**src/design/dds_pkg.sv**
```systemverilog
package dds_pkg;

  localparam int MAX_ITEMS_DEF = 16;
  localparam int DUR_W         = 12;

  typedef struct packed {
    logic [5:0] end_minute;
    logic [4:0] end_hour;
    logic [5:0] start_minute;
    logic [4:0] start_hour;
  } rec_t;

  typedef struct packed {
    logic ins;
    logic shift;
  } cell_ctl_t;

  typedef enum logic {
    ST_LOAD,
    ST_DRAIN
  } state_t;

  // (eh - sh) * 60 + (em - sm); times 60 as times 64 minus times 4
  function automatic logic signed [DUR_W-1:0] rec_duration(input rec_t r);
    logic signed [DUR_W-1:0] dh;
    logic signed [DUR_W-1:0] dm;
    dh = $signed({{(DUR_W-5){1'b0}}, r.end_hour}) -
         $signed({{(DUR_W-5){1'b0}}, r.start_hour});
    dm = $signed({{(DUR_W-6){1'b0}}, r.end_minute}) -
         $signed({{(DUR_W-6){1'b0}}, r.start_minute});
    return (dh <<< 6) - (dh <<< 2) + dm;
  endfunction

endpackage

```
**src/design/dds_cell.sv**
```systemverilog
module dds_cell import dds_pkg::*; #(
  parameter int IDX   = 0,
  parameter int CNT_W = 5
) (
  input  logic                    clk,
  input  cell_ctl_t               ctl,
  input  logic [CNT_W-1:0]        count,
  input  rec_t                    new_rec,
  input  logic signed [DUR_W-1:0] new_dur,
  input  logic                    left_keep,
  input  rec_t                    left_rec,
  input  logic signed [DUR_W-1:0] left_dur,
  input  rec_t                    right_rec,
  input  logic signed [DUR_W-1:0] right_dur,
  output rec_t                    rec,
  output logic signed [DUR_W-1:0] dur,
  output logic                    keep
);

  localparam logic [CNT_W-1:0] MY_IDX = CNT_W'(IDX);

  logic occupied;

  assign occupied = MY_IDX < count;
  // equal durations stay ahead of the newcomer, which keeps arrival order
  assign keep     = occupied && (dur >= new_dur);

  always_ff @(posedge clk) begin
    if (ctl.ins && !keep) begin
      if (left_keep) begin
        rec <= new_rec;
        dur <= new_dur;
      end else begin
        rec <= left_rec;
        dur <= left_dur;
      end
    end else if (ctl.shift) begin
      rec <= right_rec;
      dur <= right_dur;
    end
  end

endmodule

```
**src/design/duration_descending_sorter.sv**
```systemverilog
// Duration sorter: collects job records and returns them longest first.
// Input channel: in_valid/in_stall with start and end time in hours and
// minutes and last_item. Each accepted word is inserted into a chain of
// sorting cells; a word arriving with the chain full is
// dropped. A word with last_item set closes the set.
// Output channel: out_valid/out_stall. After the closing word the chain
// drains from its head, one record per cycle unless out_stall holds it,
// each with its duration in minutes; last_result marks the final record.
// The state turns to drain once the closing word is accepted, and each
// record leaves through the output register. Throughput: one word per
// cycle while loading, one result per cycle while draining. in_stall is
// high for the whole drain; the output register holds its word while
// out_stall is high and the drain pauses with it.
// Reset empties the chain and clears out_valid.
module duration_descending_sorter import dds_pkg::*; #(
  parameter int MAX_ITEMS = MAX_ITEMS_DEF
) (
  input  logic                    clk,
  input  logic                    rst,
  input  logic                    in_valid,
  output logic                    in_stall,
  input  logic [4:0]              start_hour,
  input  logic [5:0]              start_minute,
  input  logic [4:0]              end_hour,
  input  logic [5:0]              end_minute,
  input  logic                    last_item,
  output logic                    out_valid,
  input  logic                    out_stall,
  output logic [4:0]              out_start_hour,
  output logic [5:0]              out_start_minute,
  output logic [4:0]              out_end_hour,
  output logic [5:0]              out_end_minute,
  output logic signed [DUR_W-1:0] duration_minutes,
  output logic                    last_result
);

  localparam int CNT_W = $clog2(MAX_ITEMS + 1);
  localparam logic [CNT_W-1:0] FULL = CNT_W'(MAX_ITEMS);
  localparam logic [CNT_W-1:0] ONE  = CNT_W'(1);

  state_t           state, state_next;
  logic [CNT_W-1:0] count, count_next;
  cell_ctl_t        ctl;
  logic             accept_in, take_out;
  rec_t             new_rec;
  logic signed [DUR_W-1:0] new_dur;

  rec_t                    c_rec  [MAX_ITEMS+1];
  logic signed [DUR_W-1:0] c_dur  [MAX_ITEMS+1];
  logic                    c_keep [MAX_ITEMS+1];

  assign new_rec = '{end_minute: end_minute, end_hour: end_hour,
                     start_minute: start_minute, start_hour: start_hour};
  assign new_dur = rec_duration(new_rec);

  assign in_stall  = (state == ST_DRAIN);
  assign accept_in = in_valid && !in_stall;
  assign take_out  = !out_valid || !out_stall;

  // spare slot past the tail feeds the last cell on a shift
  assign c_rec[MAX_ITEMS]  = '0;
  assign c_dur[MAX_ITEMS]  = '0;
  assign c_keep[MAX_ITEMS] = 1'b0;

  for (genvar i = 0; i < MAX_ITEMS; i++) begin : g_cell
    rec_t                    l_rec;
    logic signed [DUR_W-1:0] l_dur;
    logic                    l_keep;
    if (i == 0) begin : g_head
      assign l_rec  = new_rec;
      assign l_dur  = new_dur;
      assign l_keep = 1'b1;
    end else begin : g_body
      assign l_rec  = c_rec[i-1];
      assign l_dur  = c_dur[i-1];
      assign l_keep = c_keep[i-1];
    end
    dds_cell #(
      .IDX   (i),
      .CNT_W (CNT_W)
    ) u_cell (
      .clk       (clk),
      .ctl       (ctl),
      .count     (count),
      .new_rec   (new_rec),
      .new_dur   (new_dur),
      .left_keep (l_keep),
      .left_rec  (l_rec),
      .left_dur  (l_dur),
      .right_rec (c_rec[i+1]),
      .right_dur (c_dur[i+1]),
      .rec       (c_rec[i]),
      .dur       (c_dur[i]),
      .keep      (c_keep[i])
    );
  end

  always_ff @(posedge clk) begin
    if (rst) begin
      state <= ST_LOAD;
      count <= '0;
    end else begin
      state <= state_next;
      count <= count_next;
    end
  end

  always_comb begin
    state_next = state;
    count_next = count;
    ctl.ins    = 1'b0;
    ctl.shift  = 1'b0;
    unique case (state)
      ST_LOAD: begin
        // drop the word when the chain is full
        ctl.ins = accept_in && (count < FULL);
        if (ctl.ins) count_next = count + ONE;
        if (accept_in && last_item) state_next = ST_DRAIN;
      end
      ST_DRAIN: begin
        ctl.shift = take_out;
        if (take_out) begin
          count_next = count - ONE;
          if (count == ONE) state_next = ST_LOAD;
        end
      end
      default: state_next = ST_LOAD;
    endcase
  end

  always_ff @(posedge clk) begin
    if (rst) begin
      out_valid <= 1'b0;
    end else if (ctl.shift) begin
      out_valid <= 1'b1;
    end else if (!out_stall) begin
      out_valid <= 1'b0;
    end
  end

  always_ff @(posedge clk) begin
    if (ctl.shift) begin
      out_start_hour   <= c_rec[0].start_hour;
      out_start_minute <= c_rec[0].start_minute;
      out_end_hour     <= c_rec[0].end_hour;
      out_end_minute   <= c_rec[0].end_minute;
      duration_minutes <= c_dur[0];
      last_result      <= (count == ONE);
    end
  end

endmodule

```
**config.mk**
```make
export PLATFORM = sky130hd
export DESIGN_NAME = duration_descending_sorter
export DESIGN_NICKNAME = d
export VERILOG_FILES = /design/src/design/dds_pkg.sv /design/src/design/dds_cell.sv /design/src/design/duration_descending_sorter.sv
export SDC_FILE = /design/constraint.sdc
export NUM_CORES = 1
export LEC_CHECK = 0
export BUFFER_PORTS_ARGS = -buffer_cell sky130_fd_sc_hd__clkbuf_2
export CAP_MARGIN = 5
export CORE_ASPECT_RATIO = 1.1
export CORE_UTILIZATION = 58
export CTS_CLUSTER_SIZE = 25
export DETAILED_ROUTE_END_ITERATION = 10
export PLACE_DENSITY = 0.79
export SETUP_SLACK_MARGIN = 0.2
export SLEW_MARGIN = 20
export SYNTH_ARGS = -nofsm -noshare
export SYNTH_HDL_FRONTEND = slang
export SYNTH_HIERARCHICAL = 1
export SYNTH_SLANG_ARGS = --single-unit
export TNS_END_PERCENT = 1
```
**constraint.sdc**
```tcl
create_clock -name clk -period 7.95 [get_ports clk]
set_input_delay 1.1925 -clock clk [delete_from_list [all_inputs] [get_ports clk]]
set_output_delay 1.1925 -clock clk [all_outputs]
set_load 0.02 [all_outputs]
```
; After elaboration in Yosys (flattened, before gate mapping)
; Cells that the tools add are included.
[totals]
memories = 0
latch_bits = 0
ram_bits = 0
register_bits = 586
mem_bits_ro = 0
[op_classes]
mul = 0
n_bitwise = 1
mux = 105
shift = 0
n_div = 0
magnitude_cmp = 33
n_eq_ne = 4
n_addsub = 6
reduce_logical = 72
[op_table]
columns = cell, n
row1 = $mux W22, 47
row2 = $mux W12, 47
row3 = $ge A12 B12 Y1, 16
row4 = $lt A4 B5 Y1 const A, 8
row5 = $logic_and A1 B1 Y1, 35
row6 = $reduce_bool A2 Y1, 16
row7 = $lt A3 B5 Y1 const A, 4
row8 = $logic_not A1 Y1, 19
row9 = $add A12 B7 Y12, 1
row10 = $sub A12 B8 Y12, 1
row11 = $lt A1 B5 Y1 const A, 2
row12 = $lt A2 B5 Y1 const A, 2
row13 = $mux W5, 2
row14 = $pmux W5 S2, 1
row15 = $mux W1, 7
row16 = $sub A6 B6 Y7, 1
row17 = $sub A5 B5 Y6, 1
row18 = $add A5 B1 Y5 const B, 1
row19 = $eq A5 B1 Y1 const B, 1
row20 = $lt A5 B5 Y1 const B, 1
row21 = $sub A5 B1 Y5 const B, 1
row22 = $ne A2 B1 Y1 const B, 2
row23 = $ne A2 B2 Y1 const B, 1
row24 = $pmux W1 S2, 1
row25 = 3 further kinds, 3

; Longest topological paths before layout
; Gate-level depths: netlist (run 1).
[depth]
ltp_word = 8
ltp_mapped = 30

; Cells and area by module
; Netlist (run 1), hierarchy kept.
[modules_own_cells]
columns = mod, seq_area_each_um2, cells_per_inst, instances, area_per_inst_um2
row1 = dds_cell (g_cell[10].u_cell ...), 1021.0, 160, 3, 2363.5
row2 = dds_cell (g_cell[14].u_cell ...), 1021.0, 159, 2, 2359.8
row3 = dds_cell (g_cell[8].u_cell), 1021.0, 384, 1, 3176.8
row4 = duration_descending_sorter, 1191.1, 220, 1, 2494.9
row5 = dds_cell (g_cell[2].u_cell), 1021.0, 159, 1, 2369.8
row6 = dds_cell (g_cell[1].u_cell), 1021.0, 159, 1, 2367.3
row7 = dds_cell (g_cell[3].u_cell), 1021.0, 159, 1, 2366.0
row8 = dds_cell (g_cell[0].u_cell), 1021.0, 162, 1, 2364.8
row9 = dds_cell (g_cell[13].u_cell), 1021.0, 159, 1, 2357.3
row10 = dds_cell (g_cell[11].u_cell), 1021.0, 159, 1, 2356.0
row11 = dds_cell (g_cell[15].u_cell), 1021.0, 159, 1, 2352.3
row12 = dds_cell (g_cell[9].u_cell), 1021.0, 204, 1, 2313.5
row13 = dds_cell (g_cell[7].u_cell), 1021.0, 155, 1, 2209.6
row14 = dds_cell (g_cell[5].u_cell), 1021.0, 153, 1, 2180.8

; Worst setup path before layout (run 1)
; OpenSTA, ideal clock, no wires.
[synth_path]
path_kind = input port to flip-flop
from = input port end_minute[0]
to = register g_cell[8].u_cell.dur[0] (enable)
cell_stages = 23
path_buffers = 1
setup_time_ns = 0.432
t_arrival_ns = 7.909
path_slack_ns = -0.391
path_cell_list = inv_1 ha_1 inv_2 fa_1 a21o_1 a21oi_1 o21bai_1 a21oi_2 inv_1 fa_1 inv_1 ha_1 and3_1 a21oi_1 xnor2_1 inv_1 ha_1 a21o_1 a2111oi_4 o22ai_2 buf_6 o21a_1 o21bai_1
[synth_rtl]
columns = element, line
row1 = from (decl), duration_descending_sorter.sv:25  ; input logic [5:0] end_minute,
row2 = to (signal assigned), dds_cell.sv:32  ; dur <= new_dur;
row3 = to (signal assigned), dds_cell.sv:35  ; dur <= left_dur;
row4 = to (signal assigned), dds_cell.sv:39  ; dur <= right_dur;
row5 = to (decl), dds_cell.sv:16  ; output logic signed [DUR_W-1:0] dur,

==> results.md, run 1 <==
* Outcome: finished clean
* Least-Margin Pin Slew at 1.06 ns
* Synth warn at 6
* Number of buffers and inverters on the critical path at 7
* DR WL/cell at approximately 22 um
* Post-CTS setup buffers at 0
* GR Util met1 at 0.315
* DRT Pass-1 Iters at 9
* Filler instances at about 5.0k
* Post-CTS Hold Fix Bufs at 0
* Routed vias at between 20k and 30k
* Remaining Overflow, GRT at 0
* Rows at 101
* Most common cell after layout, fill and taps aside: mux2_2
* H-tree Lvls at 2
* Relative slew margins at 0.294
* DRC at 0
* Final hold viol count at 0
* Post-CTS sizing at 0
* Total Routing Usage GR at 0.252
* Vias per std cell at approximately 6
* CTS buffer count at 60
* Final setup vio count at 0
* Required @ worst endpoint at roughly 8.4 ns
* Critical Path AT at approximately 7.6 ns
* R2R setup slack at roughly 4.7 ns
* Hold Crit Depth at 0
* Critical Path Max Stage Delay at 0.51 ns
* Global route hottest layer: met2
* Crit path max fanout at 34
* Placed cell areas at about 42,000 um^2
* Slowest cell on the critical path: fa_1
* Detailed Route Iter0 Violations at approximately 1.7k
* Max Root-Sink Buffers at 3
* Largest net degree at the start of global routing at 70
* Cell family with most CP delay: compound AO/OA/AOI/OAI gates
* Most frequent cells in the layout: mux2_2 (633), edfxtp_1 (579), mux2_4 (348)
* Syn Area/Cell at between 10 and 15 um^2
* Post-Syn Area at between 40,000 and 50,000 um^2
* Worst min-delay path class: reg2reg
* Initial core utilization at 0.588
* Vias in the first global route at between 20k and 30k
* Synth Instances at approximately 3.0k
* Clock transition at path regs at approximately 0.06 ns
* Reg2reg start: g_cell[1].u_cell/dur[6]
* Finished Cell Area at ~44,000 um^2
* RSZ-0062 raised after global routing: no
* Die H at ~280 um
* Clock sink count at 586
* Max-cap check violation count at 0
* Crit Path Class: in2reg
* Dpl hpwl at ~66 mm
* PortBufs at 63
* Die area at 71,200 um^2
* CP Capture Type: register
* Critical R2R Capture: g_cell[2].u_cell/rec[13]
* Crit path launch type: input port
* HP Start: g_cell[0].u_cell/rec[5]
* Final nets at 3,390
* F_max at ~0.14 GHz
* Root buf cell: clkbuf_16
* Tmin final at about 7.2 ns
* Antenna Cells at 0
* Drt total wl at 89.5 mm
* Clock Skew at around 0.034 ns
* Met3 Usage GRT at 0.0308
* Initial antenna violation count at 0
* Register-to-Register Path Depth at 9
* WHS Endpoint: out_start_minute[0]
* Io pins at 64
* Core area at between 60,000 and 70,000 um^2
* TritonCTS clock tree: yes
* Syn-to-layout area delta at 8.44%
* Met2 GRT Util at 0.444
* Placer congestion estimate at between 0.8 and 0.9
* Fraction of layout cells with a size suffix above 1 at 0.423
* Fin crit share at 0.903
* Slew Limit Fails at 0
* Worst-Skew Late Latency at around 0.65 ns
* Post-route ant nets at 0
* Chip Width at around 250 um
* Global-route wire length before repair at 144 mm
## registers in the layout, summed over array words and instances (netlist names), 5 cells and up
| signal | cells |
|---|---|
| out_end_minute | 6 |
| g_cell.u_cell/rec | 352 |
| count | 5 |
| out_start_minute | 6 |
| out_end_hour | 5 |
| duration_minutes | 12 |
| out_start_hour | 5 |
| g_cell.u_cell/dur | 192 |
## how the worst max path moves through the flow
stage	from	endpoint	slack, ns	cells past startpoint
detailed placement	start_minute[0]	g_cell[14].u_cell/rec[7]	0.24	28
floorplan	end_minute[0]	g_cell[9].u_cell/dur[0]	-0.33	23
finish	start_minute[0]	g_cell[2].u_cell/rec[13]	0.77	28
global route	start_minute[0]	g_cell[15].u_cell/rec[9]	0.47	27
global placement	start_minute[0]	g_cell[11].u_cell/rec[14]	0.44	27
CTS	start_minute[0]	g_cell[2].u_cell/rec[17]	0.88	28
## cell type report
type                       count  area, um^2  area share
timing repair buffer         172        1470      0.0333
clock buffer                  73        1570      0.0356
tap                          927        1160      0.0263
clock inverter                39         334     0.00757
sequential                   586       17500       0.397
inverter                     227         852      0.0193
multi-input combinational   2089       21200       0.481
## routing by layer
metal	up-vias	routed length, um
met3	184	3690
met1	12563	37600
met2	704	45200
li1	11697	-
met4	0	3030
met5	-	0
## metrics by stage
step / hold slack, ns / cells / setup WS, ns / utilization / setup TNS (ns)
finish: 0.448 / 4113 / 0.771 / 0.637 / 0
detailed placement: 0.432 / 4001 / 0.235 / 0.610 / 0
global route: 0.460 / 4113 / 0.469 / 0.637 / 0
global placement: 0.439 / 4001 / 0.438 / 0.610 / 0
CTS: 0.456 / 4113 / 0.880 / 0.637 / 0
floorplan: 0.422 / 3060 / -0.331 / - / -25.78
Power of run 1 is not shown: default switching activity piles up to over one toggle a cycle in this logic, so the estimate is an artifact.
==> run 2, diff against run 1 <==
==> constraint.sdc (replaced) <==
create_clock -name clk -period 5.8 [get_ports clk]
set_input_delay 0.87 -clock clk [delete_from_list [all_inputs] [get_ports clk]]
set_output_delay 0.87 -clock clk [all_outputs]
set_load 0.02 [all_outputs]
==> run 2 against run 1 <==
  * Clock-buffer cell count is 12 higher
  * Core utilization grew 6.0 points
  * Via count grew 5.9%
  * Register-to-register slack got worse by 2.1 ns
  * Highest routed layer unchanged
  * Flip-flop and latch count did not move
  * The flow now finishes with violations (setup timing)
  * Non-clock buffer count up 240
  * Clock skew is 0.0055 ns lower
  * Worst setup slack worse by 1.1 ns
==> results.md, run 2 (same netlist as run 1, synthesis figures left out) <==
* Outcome: finished with violations (was finished clean)
* Failing checks: setup timing
* Global-route wire length before repair at 152 mm (was 144 mm)
* Biggest regs: g_cell.u_cell/rec: 352 flops, g_cell.u_cell/dur: 192 flops, duration_minutes: 12 flops (unchanged)
* Drt total wl at 101 mm (was 89.5 mm)
* Chip Width at 255 um (unchanged)
* Post-route ant nets at 0 (unchanged)
* Vias in the first global route at 27.3k (was 26.6k)
* Post-CTS Hold Fix Bufs at 0 (unchanged)
* Crit Path Class: in2reg (unchanged)
* CTS buffer count at 61 (was 60)
* Rows at 101 (unchanged)
* Die H at 280 um (unchanged)
* Filler instances at 4,454 (was 5,004)
* Layout Cells excl Fill at 4,353 (was 4,113)
* Routed vias at 26.6k (was 25.1k)
* Die area at 71,200 um^2 (unchanged)
* Syn-to-layout area delta at 18.7% (was 8.44%)
* Least-Margin Pin Slew at 1.04 ns (was 1.06 ns)
* Register area at 17,500 um^2 (unchanged)
* Worst min-delay path class: reg2reg (unchanged)
* Antenna Cells at 0 (unchanged)
* Clock Skew at 0.0280 ns (was 0.0335 ns)
* DR WL/cell at 23.1 um (was 21.8 um)
* Final setup vio count at 565 (was 0)
* DRC at 0 (unchanged)
* Max Root-Sink Buffers at 3 (unchanged)
* Io pins at 64 (unchanged)
* TritonCTS clock tree: yes (unchanged)
* Most frequent cells in the layout: edfxtp_1 (579), mux2_2 (564), mux2_4 (417) (was mux2_2 (633), edfxtp_1 (579), mux2_4 (348))
* DRT Pass-1 Iters at 5 (was 9)
* Fin crit share at 1.05
* Hold Crit Depth at 0 (unchanged)
* Clock sink count at 586 (unchanged)
* Dpl hpwl at 70.5 mm (was 66.0 mm)
* Slew Limit Fails at 0 (unchanged)
* Relative slew margins at 0.291 (was 0.294)
* Final hold viol count at 0 (unchanged)
* Worst hold slack at 0.460 ns (was 0.448 ns)
* Critical Path AT at 6.49 ns (was 7.58 ns)
* Tmin final at roughly 6 ns
* Max-cap check violation count at 0 (unchanged)
* Total Routing Usage GR at 0.269 (was 0.252)
* Final WS setup at -0.282 ns (was 0.771 ns)
* Core area at 69,300 um^2 (unchanged)
* Initial antenna violation count at 0 (unchanged)
* Crit path launch type: input port (unchanged)
* Clock transition at path regs at 0.06 ns (about the same)
* Detailed Route Iter0 Violations at 1,676 (was 1,719)
* Placer congestion estimate at 0.878 (was 0.859)
* H-tree Lvls at 2 (unchanged)
* Vias per std cell at 6.12 (was 6.11)
* Initial core utilization at 0.588 (unchanged)
* RSZ-0062 raised after global routing: yes (was no)
* Most common cell after layout, fill and taps aside: edfxtp_1 (was mux2_2)
* Largest net degree at the start of global routing at 70 (unchanged)
* Crit path max fanout at 30 (was 34)
* Multi-input gate area at 22,600 um^2 (was 21,200 um^2)
* Fraction of layout cells with a size suffix above 1 at 0.512 (was 0.423)
* Register-to-Register Path Depth at 8 (was 9)
* Required @ worst endpoint at 6.21 ns (was 8.35 ns)
* PortBufs at 63 (unchanged)
* Worst-Skew Late Latency at 0.65 ns (about the same)
* Remaining Overflow, GRT at 0 (unchanged)
* Final nets at 3,631 (was 3,390)
* Largest Register: g_cell.u_cell/rec (unchanged)
* Placed Instances at 4,209 (was 4,001)
* F_max at between 0.15 and 0.2 GHz
* Root buf cell: clkbuf_16 (unchanged)
* Largest register FFs at 352 (unchanged)
* CP Capture Type: register (unchanged)
run 2: path summary, 6_finish.rpt:
kind	start	slack (ns)	endpoint
max	start_hour[1]	-0.28	g_cell[14].u_cell/rec[17]
min	g_cell[0].u_cell/rec[14]	0.46	out_end_hour[3]
max reg2reg	count[4]	2.60	g_cell[0].u_cell/dur[7]
min reg2reg	g_cell[0].u_cell/rec[14]	0.46	out_end_hour[3]
run 2: per-stage QoR:
stage | setup slack, ns | area (um^2) | util | TNS [ns]
final | -0.282 | 48300 | 0.697 | -81.53
after global routing | -0.378 | 48300 | 0.697 | -164.19
after CTS | -0.145 | 47300 | 0.683 | -18.68
after detailed placement | -1.10 | 44600 | 0.645 | -803.61
after global placement | -0.812 | 44600 | 0.645 | -641.67
after floorplan | -0.749 | 41400 | - | -731.10
run 2: what timing repair did:
item / in CTS / in global routing
gates cloned: 2 / 6
resized for setup: 104 / 139
pin swaps: 31 / 44
setup endpoints to repair: 1088 / 1088
setup buffers: 9 / 15
run 2: cell type report:
cell class              instances  share of cell area
clock inverters                27             0.00611
well taps                     927              0.0240
multi-input cells            2089               0.468
repair buffers                412              0.0853
flip-flops and latches        586               0.363
clock buffers                  85              0.0354
inverters                     227              0.0181
run 2: routing by layer:
metal	wire [um]	vias up	global-route usage
li1	-	12177	-
met1	41900	13371	0.344
met2	50200	836	0.465
met3	4860	236	0.0304
met4	3730	0	0.101
met5	0	-	0
run 2: critical path: stages:
cell,delay [ns]
clkbuf_4,0.18
inv_1,0.11
ha_1,0.29
nor2b_1,0.14
o21ai_2,0.14
a21boi_1,0.10
o21ai_1,0.20
nand2_2,0.14
xnor2_1,0.16
ha_1,0.23
a21o_1,0.22
ha_4,0.32
and3_4,0.18
o21a_1,0.15
o31ai_4,0.09
mux2i_1,0.14
nand2_2,0.24
buf_12,0.20
inv_1,0.06
ha_1,0.30
and4_4,0.19
and3_2,0.21
a221oi_2,0.28
xor2_1,0.21
o21ba_2,0.20
buf_12,0.21
mux2_2,0.39
mux2_4,0.27
Power of run 2 is left out for the same reason.
